File: src/hdl/bec_pkg.sv
// ----------------------------------------------------------------------------
// bec_pkg
// Shared types, character codes, automaton codes and the automaton
// transition function for the binary expression calculator.
// ----------------------------------------------------------------------------
`timescale 1ns / 1ps
`default_nettype none

package bec_pkg;

   // payload widths
   localparam int CH_W     = 8;
   localparam int STATUS_W = 2;
   localparam int VALUE_W  = 32;

   // ascii codes
   localparam logic [CH_W-1:0] CHAR_ZERO  = 8'h30;
   localparam logic [CH_W-1:0] CHAR_NINE  = 8'h39;
   localparam logic [CH_W-1:0] CHAR_PLUS  = 8'h2B;
   localparam logic [CH_W-1:0] CHAR_MINUS = 8'h2D;
   localparam logic [CH_W-1:0] CHAR_STAR  = 8'h2A;
   localparam logic [CH_W-1:0] CHAR_SLASH = 8'h2F;

   // automaton states
   typedef logic [2:0] dfa_type;
   localparam dfa_type DFA_START  = 3'd0;
   localparam dfa_type DFA_LEFT   = 3'd1;
   localparam dfa_type DFA_OPER   = 3'd2;
   localparam dfa_type DFA_RIGHT  = 3'd3;
   localparam dfa_type DFA_REJECT = 3'd4;

   // character classes
   typedef logic [1:0] col_type;
   localparam col_type COL_DIGIT = 2'd0;
   localparam col_type COL_PLUS  = 2'd1;
   localparam col_type COL_OTHER = 2'd2;

   // operator codes
   typedef logic [1:0] op_type;
   localparam op_type OP_ADD = 2'd0;
   localparam op_type OP_SUB = 2'd1;
   localparam op_type OP_MUL = 2'd2;
   localparam op_type OP_DIV = 2'd3;

   // result status codes
   typedef logic [STATUS_W-1:0] status_type;
   localparam status_type STATUS_OK       = 2'd0;
   localparam status_type STATUS_BAD_CHAR = 2'd1;
   localparam status_type STATUS_NOT_EXPR = 2'd2;
   localparam status_type STATUS_DIV_ZERO = 2'd3;

   // controller to datapath commands
   typedef struct packed {
      logic take_char;
      logic start_iter;
      logic step_iter;
      logic load_out;
      logic clear;
   } cmd_type;

   // datapath to controller status
   typedef struct packed {
      logic needs_iter;
   } stat_type;

   // automaton transition
   function automatic dfa_type bec_next_state(input dfa_type st, input col_type col);
      dfa_type nxt;
      case (st)
         DFA_START: begin
            nxt = (col == COL_DIGIT) ? DFA_LEFT : DFA_REJECT;
         end
         DFA_LEFT: begin
            nxt = (col == COL_DIGIT) ? DFA_LEFT : DFA_OPER;
         end
         DFA_OPER: begin
            nxt = (col == COL_DIGIT) ? DFA_RIGHT : DFA_REJECT;
         end
         DFA_RIGHT: begin
            nxt = (col == COL_DIGIT) ? DFA_RIGHT : DFA_REJECT;
         end
         default: begin
            nxt = DFA_REJECT;
         end
      endcase
      return nxt;
   endfunction

endpackage

`default_nettype wire

File: src/hdl/bec_if.sv
// ----------------------------------------------------------------------------
// bec_if
// Valid/ready channel interfaces for character requests and results.
// ----------------------------------------------------------------------------
`timescale 1ns / 1ps
`default_nettype none

interface bec_req_if;
   logic                     valid;
   logic                     ready;
   logic [bec_pkg::CH_W-1:0] ch;
   logic                     last;

   modport source (output valid, output ch, output last, input ready);
   modport sink   (input valid, input ch, input last, output ready);
endinterface

interface bec_rsp_if;
   logic                            valid;
   logic                            ready;
   logic [bec_pkg::STATUS_W-1:0]    status;
   logic signed [bec_pkg::VALUE_W-1:0] value;

   modport source (output valid, output status, output value, input ready);
   modport sink   (input valid, input status, input value, output ready);
endinterface

`default_nettype wire

File: src/hdl/binary_expression_calculator.sv
// ----------------------------------------------------------------------------
// binary_expression_calculator
// Evaluates "digits operator digits" expressions streamed one ASCII
// character per request, giving one status and value per expression.
// ----------------------------------------------------------------------------
//   channel   dir  handshake        payload
//   req_chan  in   valid / ready    ch[7:0], last
//   rsp_chan  out  valid / ready    status[1:0], value[31:0] signed
//
//   a character request is taken every cycle while an expression is open
//   the final character closes it: an evaluation step, then for * and / with
//   an OK status the shift-add / shift-subtract unit steps once per bit of
//   the word, and then the result register is loaded
//   requests stall during that time and while a previous result waits
//   reset is synchronous and returns the block to an empty expression
// ----------------------------------------------------------------------------
`timescale 1ns / 1ps
`default_nettype none

module binary_expression_calculator #(
   parameter int WORD_WIDTH = 32
) (
   input wire          clock,
   input wire          reset,
   bec_req_if.sink     req_chan,
   bec_rsp_if.source   rsp_chan
);
   import bec_pkg::*;

   cmd_type  cmd;
   stat_type stat;

   // sequencer
   bec_controller #(
      .WORD_WIDTH (WORD_WIDTH)
   ) u_controller (
      .clock     (clock),
      .reset     (reset),
      .req_valid (req_chan.valid),
      .req_last  (req_chan.last),
      .req_ready (req_chan.ready),
      .rsp_valid (rsp_chan.valid),
      .rsp_ready (rsp_chan.ready),
      .stat      (stat),
      .cmd       (cmd)
   );

   // decode, operands, arithmetic and result register
   bec_datapath #(
      .WORD_WIDTH (WORD_WIDTH)
   ) u_datapath (
      .clock      (clock),
      .reset      (reset),
      .cmd        (cmd),
      .req_ch     (req_chan.ch),
      .stat       (stat),
      .rsp_status (rsp_chan.status),
      .rsp_value  (rsp_chan.value)
   );

endmodule

`default_nettype wire

File: src/hdl/bec_datapath.sv
// ----------------------------------------------------------------------------
// bec_datapath
// Character decode, automaton and operand registers, shared shift-add /
// shift-subtract unit for product and quotient, and the result register.
// ----------------------------------------------------------------------------
`timescale 1ns / 1ps
`default_nettype none

module bec_datapath #(
   parameter int WORD_WIDTH = 32
) (
   input  wire                               clock,
   input  wire                               reset,
   input  bec_pkg::cmd_type                  cmd,
   input  wire [bec_pkg::CH_W-1:0]           req_ch,
   output bec_pkg::stat_type                 stat,
   output logic [bec_pkg::STATUS_W-1:0]      rsp_status,
   output logic signed [bec_pkg::VALUE_W-1:0] rsp_value
);
   import bec_pkg::*;

   typedef logic [WORD_WIDTH-1:0] word_type;
   typedef logic [WORD_WIDTH:0]   wide_type;

   dfa_type    dfa_ff, dfa_in;
   word_type   left_ff, left_in;
   word_type   right_ff, right_in;
   op_type     op_ff, op_in;
   logic       bad_ff, bad_in;
   wide_type   acc_ff, acc_in;
   word_type   x_ff, x_in;
   word_type   y_ff, y_in;
   logic       neg_ff, neg_in;
   status_type status_ff, status_in;
   logic [VALUE_W-1:0] value_ff, value_in;

   logic       is_digit;
   logic       char_ok;
   col_type    char_col;
   op_type     char_op;
   dfa_type    st_cur;
   dfa_type    st_next;
   word_type   digit_word;
   word_type   left_x10;
   word_type   right_x10;
   word_type   left_mag;
   word_type   right_mag;
   wide_type   acc_mul;
   wide_type   rem_sh;
   wide_type   rem_diff;
   word_type   result_word;
   status_type eval_status;
   logic [VALUE_W-1:0] value32;

   // character decode
   always_comb begin
      is_digit = (req_ch >= CHAR_ZERO) && (req_ch <= CHAR_NINE);
      char_ok  = 1'b1;
      char_col = COL_DIGIT;
      char_op  = OP_ADD;
      if (is_digit) begin
         char_col = COL_DIGIT;
      end else if (req_ch == CHAR_PLUS) begin
         char_col = COL_PLUS;
         char_op  = OP_ADD;
      end else if (req_ch == CHAR_MINUS) begin
         char_col = COL_OTHER;
         char_op  = OP_SUB;
      end else if (req_ch == CHAR_STAR) begin
         char_col = COL_OTHER;
         char_op  = OP_MUL;
      end else if (req_ch == CHAR_SLASH) begin
         char_col = COL_OTHER;
         char_op  = OP_DIV;
      end else begin
         char_ok = 1'b0;
      end
   end

   // automaton step and decimal accumulation
   assign st_cur     = (dfa_ff > DFA_REJECT) ? DFA_REJECT : dfa_ff;
   assign st_next    = bec_next_state(st_cur, char_col);
   assign digit_word = {{(WORD_WIDTH-4){1'b0}}, req_ch[3:0]};
   assign left_x10   = (left_ff << 3) + (left_ff << 1) + digit_word;
   assign right_x10  = (right_ff << 3) + (right_ff << 1) + digit_word;

   // operand magnitudes for division
   assign left_mag  = left_ff[WORD_WIDTH-1] ? (word_type'(0) - left_ff) : left_ff;
   assign right_mag = right_ff[WORD_WIDTH-1] ? (word_type'(0) - right_ff) : right_ff;

   // one bit of multiply or divide
   assign acc_mul  = acc_ff + {1'b0, (y_ff[0] ? x_ff : word_type'(0))};
   assign rem_sh   = {acc_ff[WORD_WIDTH-1:0], x_ff[WORD_WIDTH-1]};
   assign rem_diff = rem_sh - {1'b0, y_ff};

   // final status and result
   always_comb begin
      if (bad_ff) begin
         eval_status = STATUS_BAD_CHAR;
      end else if (dfa_ff != DFA_RIGHT) begin
         eval_status = STATUS_NOT_EXPR;
      end else if ((op_ff == OP_DIV) && (right_ff == word_type'(0))) begin
         eval_status = STATUS_DIV_ZERO;
      end else begin
         eval_status = STATUS_OK;
      end
      case (op_ff)
         OP_ADD:  result_word = left_ff + right_ff;
         OP_SUB:  result_word = left_ff - right_ff;
         OP_MUL:  result_word = acc_ff[WORD_WIDTH-1:0];
         OP_DIV:  result_word = neg_ff ? (word_type'(0) - x_ff) : x_ff;
         default: result_word = word_type'(0);
      endcase
   end

   assign stat.needs_iter = (eval_status == STATUS_OK) &&
                            ((op_ff == OP_MUL) || (op_ff == OP_DIV));

   // fit the result to the 32-bit value
   generate
      if (WORD_WIDTH >= VALUE_W) begin : g_trunc
         assign value32 = result_word[VALUE_W-1:0];
      end else begin : g_sext
         assign value32 = {{(VALUE_W-WORD_WIDTH){result_word[WORD_WIDTH-1]}}, result_word};
      end
   endgenerate

   // expression state next values
   always_comb begin
      dfa_in   = dfa_ff;
      left_in  = left_ff;
      right_in = right_ff;
      op_in    = op_ff;
      bad_in   = bad_ff;
      if (cmd.clear) begin
         dfa_in   = DFA_START;
         left_in  = word_type'(0);
         right_in = word_type'(0);
         op_in    = OP_ADD;
         bad_in   = 1'b0;
      end else if (cmd.take_char) begin
         if (char_ok) begin
            dfa_in = st_next;
            if (st_next == DFA_LEFT) begin
               left_in = left_x10;
            end else if (st_next == DFA_RIGHT) begin
               right_in = right_x10;
            end else if (st_next == DFA_OPER) begin
               op_in = char_op;
            end
         end else begin
            bad_in = 1'b1;
         end
      end
   end

   // iteration unit next values
   always_comb begin
      acc_in = acc_ff;
      x_in   = x_ff;
      y_in   = y_ff;
      neg_in = neg_ff;
      if (cmd.start_iter) begin
         acc_in = wide_type'(0);
         if (op_ff == OP_DIV) begin
            x_in   = left_mag;
            y_in   = right_mag;
            neg_in = left_ff[WORD_WIDTH-1] ^ right_ff[WORD_WIDTH-1];
         end else begin
            x_in   = left_ff;
            y_in   = right_ff;
            neg_in = 1'b0;
         end
      end else if (cmd.step_iter) begin
         if (op_ff == OP_DIV) begin
            if (!rem_diff[WORD_WIDTH]) begin
               acc_in = rem_diff;
               x_in   = {x_ff[WORD_WIDTH-2:0], 1'b1};
            end else begin
               acc_in = rem_sh;
               x_in   = {x_ff[WORD_WIDTH-2:0], 1'b0};
            end
         end else begin
            acc_in = {1'b0, acc_mul[WORD_WIDTH-1:0]};
            x_in   = x_ff << 1;
            y_in   = y_ff >> 1;
         end
      end
   end

   // result register next values
   always_comb begin
      status_in = status_ff;
      value_in  = value_ff;
      if (cmd.load_out) begin
         status_in = eval_status;
         value_in  = (eval_status == STATUS_OK) ? value32 : {VALUE_W{1'b0}};
      end
   end

   // expression state registers
   always_ff @(posedge clock) begin
      if (reset) begin
         dfa_ff   <= DFA_START;
         left_ff  <= word_type'(0);
         right_ff <= word_type'(0);
         op_ff    <= OP_ADD;
         bad_ff   <= 1'b0;
      end else begin
         dfa_ff   <= dfa_in;
         left_ff  <= left_in;
         right_ff <= right_in;
         op_ff    <= op_in;
         bad_ff   <= bad_in;
      end
   end

   // payload registers
   always_ff @(posedge clock) begin
      acc_ff    <= acc_in;
      x_ff      <= x_in;
      y_ff      <= y_in;
      neg_ff    <= neg_in;
      status_ff <= status_in;
      value_ff  <= value_in;
   end

   assign rsp_status = status_ff;
   assign rsp_value  = signed'(value_ff);

endmodule

`default_nettype wire

File: src/hdl/bec_controller.sv
// ----------------------------------------------------------------------------
// bec_controller
// Sequencer for the calculator: takes characters, runs the iteration
// count for multiply and divide, and hands results to the output register.
// ----------------------------------------------------------------------------
`timescale 1ns / 1ps
`default_nettype none

module bec_controller #(
   parameter int WORD_WIDTH = 32
) (
   input  wire               clock,
   input  wire               reset,
   input  wire               req_valid,
   input  wire               req_last,
   output logic              req_ready,
   output logic              rsp_valid,
   input  wire               rsp_ready,
   input  bec_pkg::stat_type stat,
   output bec_pkg::cmd_type  cmd
);
   import bec_pkg::*;

   localparam int CNT_W = $clog2(WORD_WIDTH);

   localparam logic [1:0] ST_RUN  = 2'd0;
   localparam logic [1:0] ST_PREP = 2'd1;
   localparam logic [1:0] ST_ITER = 2'd2;
   localparam logic [1:0] ST_EMIT = 2'd3;

   logic [1:0]       state_ff, state_in;
   logic [CNT_W-1:0] cnt_ff, cnt_in;
   logic             rsp_valid_ff, rsp_valid_in;
   logic             req_take;
   logic             out_free;

   assign req_ready = (state_ff == ST_RUN);
   assign req_take  = req_valid && req_ready;
   assign out_free  = !rsp_valid_ff || rsp_ready;

   // next state and commands
   always_comb begin
      state_in       = state_ff;
      cnt_in         = cnt_ff;
      cmd.take_char  = 1'b0;
      cmd.start_iter = 1'b0;
      cmd.step_iter  = 1'b0;
      cmd.load_out   = 1'b0;
      cmd.clear      = 1'b0;
      case (state_ff)
         ST_RUN: begin
            if (req_take) begin
               cmd.take_char = 1'b1;
               if (req_last) begin
                  state_in = ST_PREP;
               end
            end
         end
         ST_PREP: begin
            if (stat.needs_iter) begin
               cmd.start_iter = 1'b1;
               cnt_in         = CNT_W'(WORD_WIDTH - 1);
               state_in       = ST_ITER;
            end else begin
               state_in = ST_EMIT;
            end
         end
         ST_ITER: begin
            cmd.step_iter = 1'b1;
            if (cnt_ff == '0) begin
               state_in = ST_EMIT;
            end else begin
               cnt_in = cnt_ff - CNT_W'(1);
            end
         end
         ST_EMIT: begin
            if (out_free) begin
               cmd.load_out = 1'b1;
               cmd.clear    = 1'b1;
               state_in     = ST_RUN;
            end
         end
         default: begin
            state_in = ST_RUN;
         end
      endcase
   end

   // output valid flag
   always_comb begin
      if (cmd.load_out) begin
         rsp_valid_in = 1'b1;
      end else if (rsp_ready) begin
         rsp_valid_in = 1'b0;
      end else begin
         rsp_valid_in = rsp_valid_ff;
      end
   end

   always_ff @(posedge clock) begin
      if (reset) begin
         state_ff     <= ST_RUN;
         cnt_ff       <= '0;
         rsp_valid_ff <= 1'b0;
      end else begin
         state_ff     <= state_in;
         cnt_ff       <= cnt_in;
         rsp_valid_ff <= rsp_valid_in;
      end
   end

   assign rsp_valid = rsp_valid_ff;

`ifndef SYNTHESIS
   // a new result never overwrites one still waiting
   a_no_overwrite: assert property (@(posedge clock) disable iff (reset)
      cmd.load_out |-> (!rsp_valid_ff || rsp_ready))
      else $error("result register overwritten while full");

   // the final character always leads to evaluation
   a_last_to_prep: assert property (@(posedge clock) disable iff (reset)
      (req_take && req_last) |=> (state_ff == ST_PREP))
      else $error("final character did not start evaluation");

   // iteration count runs down by one each cycle
   a_count_down: assert property (@(posedge clock) disable iff (reset)
      (state_ff == ST_ITER && cnt_ff != '0) |=>
         (state_ff == ST_ITER && cnt_ff == $past(cnt_ff) - CNT_W'(1)))
      else $error("iteration count out of sequence");

   // a started iteration runs the full word length
   a_start_iter: assert property (@(posedge clock) disable iff (reset)
      cmd.start_iter |=> (state_ff == ST_ITER && cnt_ff == CNT_W'(WORD_WIDTH - 1)))
      else $error("iteration started with a wrong count");
`endif

endmodule

`default_nettype wire
File: src/flat_wrapper.sv
// flat-port wrapper written by rule: the top's interface ports become plain ports
module binary_expression_calculator_flat import bec_pkg::*;
#(
   parameter int WORD_WIDTH = 32
)
  (clock, reset, req_chan_valid, req_chan_ch, req_chan_last, req_chan_ready, rsp_chan_valid, rsp_chan_status, rsp_chan_value, rsp_chan_ready);
  bec_req_if req_chan_i ();
  bec_rsp_if rsp_chan_i ();
  input wire clock;
  input wire reset;
  input wire logic [$bits(req_chan_i.valid)-1:0] req_chan_valid;
  input wire logic [$bits(req_chan_i.ch)-1:0] req_chan_ch;
  input wire logic [$bits(req_chan_i.last)-1:0] req_chan_last;
  output wire logic [$bits(req_chan_i.ready)-1:0] req_chan_ready;
  output wire logic [$bits(rsp_chan_i.valid)-1:0] rsp_chan_valid;
  output wire logic [$bits(rsp_chan_i.status)-1:0] rsp_chan_status;
  output wire logic [$bits(rsp_chan_i.value)-1:0] rsp_chan_value;
  input wire logic [$bits(rsp_chan_i.ready)-1:0] rsp_chan_ready;
  assign req_chan_i.valid = req_chan_valid;
  assign req_chan_i.ch = req_chan_ch;
  assign req_chan_i.last = req_chan_last;
  assign req_chan_ready = req_chan_i.ready;
  assign rsp_chan_valid = rsp_chan_i.valid;
  assign rsp_chan_status = rsp_chan_i.status;
  assign rsp_chan_value = rsp_chan_i.value;
  assign rsp_chan_i.ready = rsp_chan_ready;
  binary_expression_calculator #(.WORD_WIDTH(WORD_WIDTH)) u_core (.clock(clock), .reset(reset), .req_chan(req_chan_i), .rsp_chan(rsp_chan_i));
endmodule
File: config.mk
export PLATFORM = sky130hd
export DESIGN_NAME = binary_expression_calculator_flat
export DESIGN_NICKNAME = d
export VERILOG_FILES = /design/src/hdl/bec_pkg.sv /design/src/hdl/bec_if.sv /design/src/hdl/binary_expression_calculator.sv /design/src/hdl/bec_datapath.sv /design/src/hdl/bec_controller.sv /design/src/flat_wrapper.sv
export SDC_FILE = /design/constraint.sdc
export NUM_CORES = 1
export LEC_CHECK = 0
export ABC_AREA = 1
export BUFFER_PORTS_ARGS = -buffer_cell sky130_fd_sc_hd__buf_4
export CAP_MARGIN = 15
export CORE_MARGIN = 2
export CORE_UTILIZATION = 50
export DETAILED_ROUTE_END_ITERATION = 7
export PLACE_DENSITY_LB_ADDON = 0.1
export SKIP_CTS_REPAIR_TIMING = 1
export SYNTH_ARGS = -nofsm -noshare
export SYNTH_HDL_FRONTEND = slang
export SYNTH_SLANG_ARGS = --single-unit
File: constraint.sdc
create_clock -name clock -period 5 [get_ports clock]
set_input_delay 0.75 -clock clock [delete_from_list [all_inputs] [get_ports clock]]
set_output_delay 0.75 -clock clock [all_outputs]
set_load 0.005 [all_outputs]
# Word-level counts from Yosys, hierarchy flattened
# Cells that the tools add are included.
[totals]
reg_bits = 209
inputBits = 13
wordCells = 141
[op_classes]
order_cmp = 3
muxes = 57
n_eq_ne = 24
addsub = 12
bitwise = 4
reduce_logical = 27
[op_table]
columns = ["operator", "n"]
rows = [
  ["$mux 32", 13],
  ["$add 32x32->32", 4],
  ["$pmux 32 s4", 1],
  ["$sub 1x32->32 const A", 3],
  ["$add 32x4->32", 2],
  ["$mux 2", 20],
  ["$sub 33x32->33", 1],
  ["$eq 8x6->1 const B", 4],
  ["$logic_not 32->1", 1],
  ["$sub 32x32->32", 1],
  ["$mux 1", 15],
  ["$eq 3x2->1 const B", 4],
  ["$mux 5", 2],
  ["$pmux 5 s2", 1],
  ["$mux 3", 3],
  ["$pmux 3 s3", 1],
  ["$eq 2x2->1 const B", 4],
  ["$ge 8x6->1 const B", 1],
  ["$le 8x6->1 const B", 1],
  ["$logic_not 2->1", 4],
  ["$ne 2x2->1 const B", 4],
  ["$pmux 2 s4", 1],
  ["$reduce_and 4->1", 2],
  ["$eq 3x1->1 const B", 2],
  ["17 further kinds", 32],
]

# Logic depth before layout (Yosys ltp)
[depth]
depth_word = 12
ltp_mapped = 24

# By module
# From an unflattened synthesis, not the netlist that was laid out.
[hier_totals]
cells_unflattened = 3839
hier_area_um2 = 23523.8
[modules_own_cells]
columns = ["module", "area_each_um2", "n_inst", "cells_each"]
rows = [
  ["bec_datapath", 22962.0, 1, 3755],
  ["bec_controller", 561.8, 1, 84],
]

# Worst setup path before layout
# OpenSTA, ideal clock, no wires.
[synth_timing]
kind = "register to register"
startpoint = "register u_core.u_datapath.op_ff[1]"
endpoint = "register u_core.u_datapath.y_ff[0] (enable)"
t_required_ps = 4534
setup_slack_ps = 1318
period_less_slack_ps = 3682
stages_incl_launch_ff = 6
arrival_ps = 3216
n_path_buf = 2
setup_ps = 466
path_cell_list = "dfxtp_1 nand2_1 inv_2 buf_4 buf_2 o21ai_0"
[synth_via]
elab_chain_cells = 11
[synth_rtl]
columns = ["item", "line", "rtl"]
rows = [
  ["start: declaration", "bec_datapath.sv:28", "op_type op_ff, op_in;"],
  ["start signal: assignment", "bec_datapath.sv:213", "op_ff <= op_in;"],
  ["$eq 2x2->1", "bec_datapath.sv:102, bec_datapath.sv:117, bec_datapath.sv:175", ""],
  ["$logic_and 1x1->1", "bec_datapath.sv:102", "end else if ((op_ff == OP_DIV) && (right_ff == word_type'(0))) begin"],
  ["$mux 2", "bec_datapath.sv:102", ""],
  ["$mux 2", "bec_datapath.sv:100", "end else if (dfa_ff != DFA_RIGHT) begin"],
  ["$mux 2", "bec_datapath.sv:98", "if (bad_ff) begin"],
  ["$logic_not 2->1", "bec_datapath.sv:116", "assign stat.needs_iter = (eval_status == STATUS_OK) &&"],
  ["$logic_and 1x1->1", "bec_datapath.sv:116", ""],
  ["$mux 1", "bec_controller.sv:60", "if (stat.needs_iter) begin"],
  ["$mux 1", "bec_controller.sv:50", "case (state_ff)"],
  ["$ne 2x1->1 (no source line) or $reduce_bool 2->1 (tied branches)", "--", ""],
  ["$reduce_and 2->1 (no source line) (*)", "--", ""],
  ["end signal: assignment", "bec_datapath.sv:222", "y_ff <= y_in;"],
  ["end: declaration", "bec_datapath.sv:32", "word_type y_ff, y_in;"],
]
# Every way passes the cells marked *; elsewhere a longest branch is shown, timed or not.
# A chain may end at the register's enable or synchronous reset.

# Worst setup path in the final report
[layout_timing]
startpoint = "register u_core.u_datapath.op_ff[0]"
endpoint = "register u_core.u_datapath.value_ff[9] (netlist: u_core.u_datapath.rsp_value[9]), data pin"
[layout_via]
elab_chain_cells = 6
[layout_rtl]
columns = ["item", "line", "rtl"]
rows = [
  ["$eq 2x2->1", "bec_datapath.sv:102, bec_datapath.sv:107", ""],
  ["$logic_and 1x1->1", "bec_datapath.sv:102", ""],
  ["$mux 2", "bec_datapath.sv:102", ""],
  ["$mux 2", "bec_datapath.sv:100", ""],
  ["$mux 2", "bec_datapath.sv:98", ""],
  ["$logic_not 2->1", "bec_datapath.sv:197", "value_in = (eval_status == STATUS_OK) ? value32 : {VALUE_W{1'b0}};"],
  ["end signal: assignment", "bec_datapath.sv:225", "value_ff <= value_in;"],
  ["end: declaration", "bec_datapath.sv:35", "logic [VALUE_W-1:0] value_ff, value_in;"],
]
# Parallel ways exist; a longest one is shown, timed or not.

==> results.sh <==
export IMPL_grt_max_degree=76
export IMPL_max_vdd_ir_drop_mv=0.274
export IMPL_power_leakage_nw=13.7
export IMPL_max_slew_margin_pct=37.6
export IMPL_die_h_um=223
export IMPL_status="finished, final reports clean"
export IMPL_multi_input_comb_area_um2=16100
export IMPL_ios=49
export IMPL_insertion_delay_ns=0.58
export IMPL_dp_hpwl_um=72200
export IMPL_period_share_pct=77.1
export IMPL_regArea_um2=5170
export IMPL_numCtsBuffers=26
export IMPL_tns_ns=0
export IMPL_core_area_um2=47600
export IMPL_crit_fanout=28
export IMPL_grt_total_usage_pct=34.9
export IMPL_drt_vias_per_instance=5.61
export IMPL_slew_violations=0
export IMPL_synth_edf_count=99
export IMPL_ys_seq_area_share_pct=21.5
export IMPL_drtAntennaViolNets=0
export IMPL_holdWs_ns=0.443
export IMPL_grt_pass1_vias=23400
export IMPL_timing_final_setup_violations=0
export IMPL_synthFlopType="dfxtp_1"
export IMPL_ys_warn_count=0
export IMPL_diodes=0
export IMPL_drive_gt1_share_pct=5.39
export IMPL_vias=25800
export IMPL_drc=0
export IMPL_skew_ns=0.0299
export IMPL_period_minus_slack_ns=3.86
export IMPL_dpl_cell_area_um2=24900
export IMPL_place_congestion=1.02
export IMPL_die_w_um=223
export IMPL_die_area_um2=49900
export IMPL_htree_levels=1
export IMPL_hold_path_class="in2reg"
export IMPL_design_area_um2=25900
export IMPL_final_common_cell="nand2_1"
export IMPL_dr_pass1_iters=6
export IMPL_postSynth_asyncResetShare_pct=0
export IMPL_grt_overflow=0
export IMPL_antenna_found_initial=0
export IMPL_synth_area_per_cell_um2=6.08
export IMPL_rows=80
export IMPL_syn_num_nets=4199
export IMPL_fin_cells=4603
export IMPL_synthCells=3958
export IMPL_final_hold_violation_count=0
export IMPL_worst_pin_slew_ns=0.936
export IMPL_wl_per_cell_um=19.2
export IMPL_fillers=5096
export IMPL_critPathLaunchType="flip-flop"
export IMPL_synth_distinct_cells=62
export IMPL_clockRootBuffer="clkbuf_16"
export IMPL_clkTransAtPathRegs_ns=0.06
export IMPL_nNetsFinal=4209
export IMPL_grt_setup_unrepaired="no"
export IMPL_cp_arrival_ns=4.13
export IMPL_cts_tree="done"
export IMPL_area_growth_pct=7.49
export IMPL_syn_area_um2=24100
export IMPL_fmax_mhz=259
export IMPL_drt_iter0_drc=2680
export IMPL_ys_seq_elements=209
export IMPL_drv_cap=0
export IMPL_power_mw=11.2
export IMPL_cp_end_kind="flip-flop"
export IMPL_port_buffers=48
export IMPL_path_class="reg2reg"
export IMPL_p_per_area_nw_per_um2=431
export IMPL_grt_pass1_wl_um=136000
export IMPL_clock_path_buffers=3
export IMPL_postRouteWirelength_um=88500
export IMPL_cp_required_ns=5.28
export IMPL_final_cell_mix="nand2_1 (1121), inv_1 (588), nor2_1 (358), a21oi_1 (310), nand3_1 (289)"
export IMPL_clock_sinks=209
export IMPL_start_util_pct=50.5
export IMPL_dp_cells=4555
-- flip-flops by register name, indices dropped and copies added (netlist names) --
name	count
u_core.u_datapath.rsp_status	2
u_core.u_controller.cnt_ff	5
u_core.u_datapath.acc_ff	32
u_core.u_controller.rsp_valid	1
u_core.u_datapath.left_ff	32
u_core.u_datapath.op_ff	2
u_core.u_datapath.x_ff	32
u_core.u_datapath.neg_ff	1
u_core.u_datapath.rsp_value	32
u_core.u_datapath.dfa_ff	3
u_core.u_datapath.right_ff	32
u_core.u_datapath.y_ff	32
u_core.u_controller.state_ff	2
u_core.u_datapath.bad_ff	1
-- kinds of logic (layout without fill, tap and decap cells) --
kind of cell	after synthesis	after routing	synth area share, %
compound gates	732	732	16.4
xor+xnor	105	105	3.82
fa+ha+maj	228	228	12.1
buf+inv	714	744	11.7
flops	209	209	21.5
simple gates	1970	1970	34.6
-- final timing paths --
kind | from | to | slack, ns | depth (start not counted)
max | u_core.u_datapath.op_ff[0]$_SDFFE_PP0P_ | u_core.u_datapath.rsp_value[9]$_SDFFCE_PP0P_ | 1.14 | 15
min | reset | u_core.u_controller.cnt_ff[4]$_SDFFE_PP0P_ | 0.44 | 2
max reg2reg | u_core.u_datapath.op_ff[0]$_SDFFE_PP0P_ | u_core.u_datapath.rsp_value[9]$_SDFFCE_PP0P_ | 1.14 | 15
min reg2reg | u_core.u_controller.cnt_ff[1]$_SDFFE_PP0P_ | u_core.u_controller.cnt_ff[1]$_SDFFE_PP0P_ | 0.47 | 2
-- through the flow --
| step | utilization (%) | setup slack (ns) |
|---|---|---|
| global placement | 52.3 | 1.25 |
| detailed placement | 52.3 | 1.27 |
| CTS | 54.3 | 1.22 |
| global route | 54.3 | 0.808 |
| finish | 54.3 | 1.14 |
| floorplan | - | 1.32 |
-- critical path, cell delays in order (launching register included) --
cell,delay [ns]
dfxtp_1,0.38
inv_1,0.05
nor2_1,0.08
buf_4,0.18
clkinv_1,0.09
buf_4,0.22
o21ai_0,0.39
ha_1,0.39
a21oi_1,0.22
nand2_1,0.19
inv_1,0.08
o21ai_0,0.15
nand2_1,0.10
nand2_1,0.13
o21ai_0,0.71
a31oi_1,0.18
-- metal layers --
| metal | part of all wire, % | vias up | global-route usage (%) |
|---|---|---|---|
| met1 | 44 | 11700 | 47.7 |
| met4 | 4.6 | 0 | 13.6 |
| li1 | - | 13000 | - |
| met2 | 45 | 948 | 56.8 |
| met5 | 0 | - | 0 |
| met3 | 6.8 | 174 | 3.52 |
-- where the power goes --
part / leakage [nW] / switching, mW / internal, mW
logic: 11.5 / 4.29 / 1.98
registers: 1.81 / 0.567 / 2.19
clock network: 0.461 / 0.845 / 1.29
total: 13.7 / 5.70 / 5.46
-- cells in the mapped netlist (all sizes together), types with 2 or more instances --
master  number  area share, %
a211oi       4           0.12
a21boi       3          0.094
a21o         6           0.19
a21oi      320            6.8
a31oi       26           0.68
and2         9           0.23
and3         4           0.10
buf         43            1.2
clkbuf      45           0.70
clkinv       3          0.052
dfxtp      110            9.1
edfxtp      99             12
fa           7           0.58
ha         221             11
inv        623            9.7
nand2     1142             18
nand3      291            6.1
nand3b      16           0.50
nand4       57            1.6
nor2       374            6.1
nor3        60            1.4
nor3b        2          0.062
nor4         6           0.16
o211ai      33            1.0
o21a         9           0.28
o21ai      312            6.5
o21bai       9           0.28
o31ai        2          0.062
or2          9           0.23
xnor2       18           0.65
xor2        87            3.2
-- area by class of cell --
class / count / share of cell area (%)
inverters: 626 / 9.09
flip-flops and latches: 209 / 20.0
well taps: 615 / 2.97
repair buffers: 70 / 2.03
clock buffers: 31 / 2.63
multi-input cells: 3035 / 62.2
clock inverters: 17 / 1.03
Power figures use the tool's default switching activity.
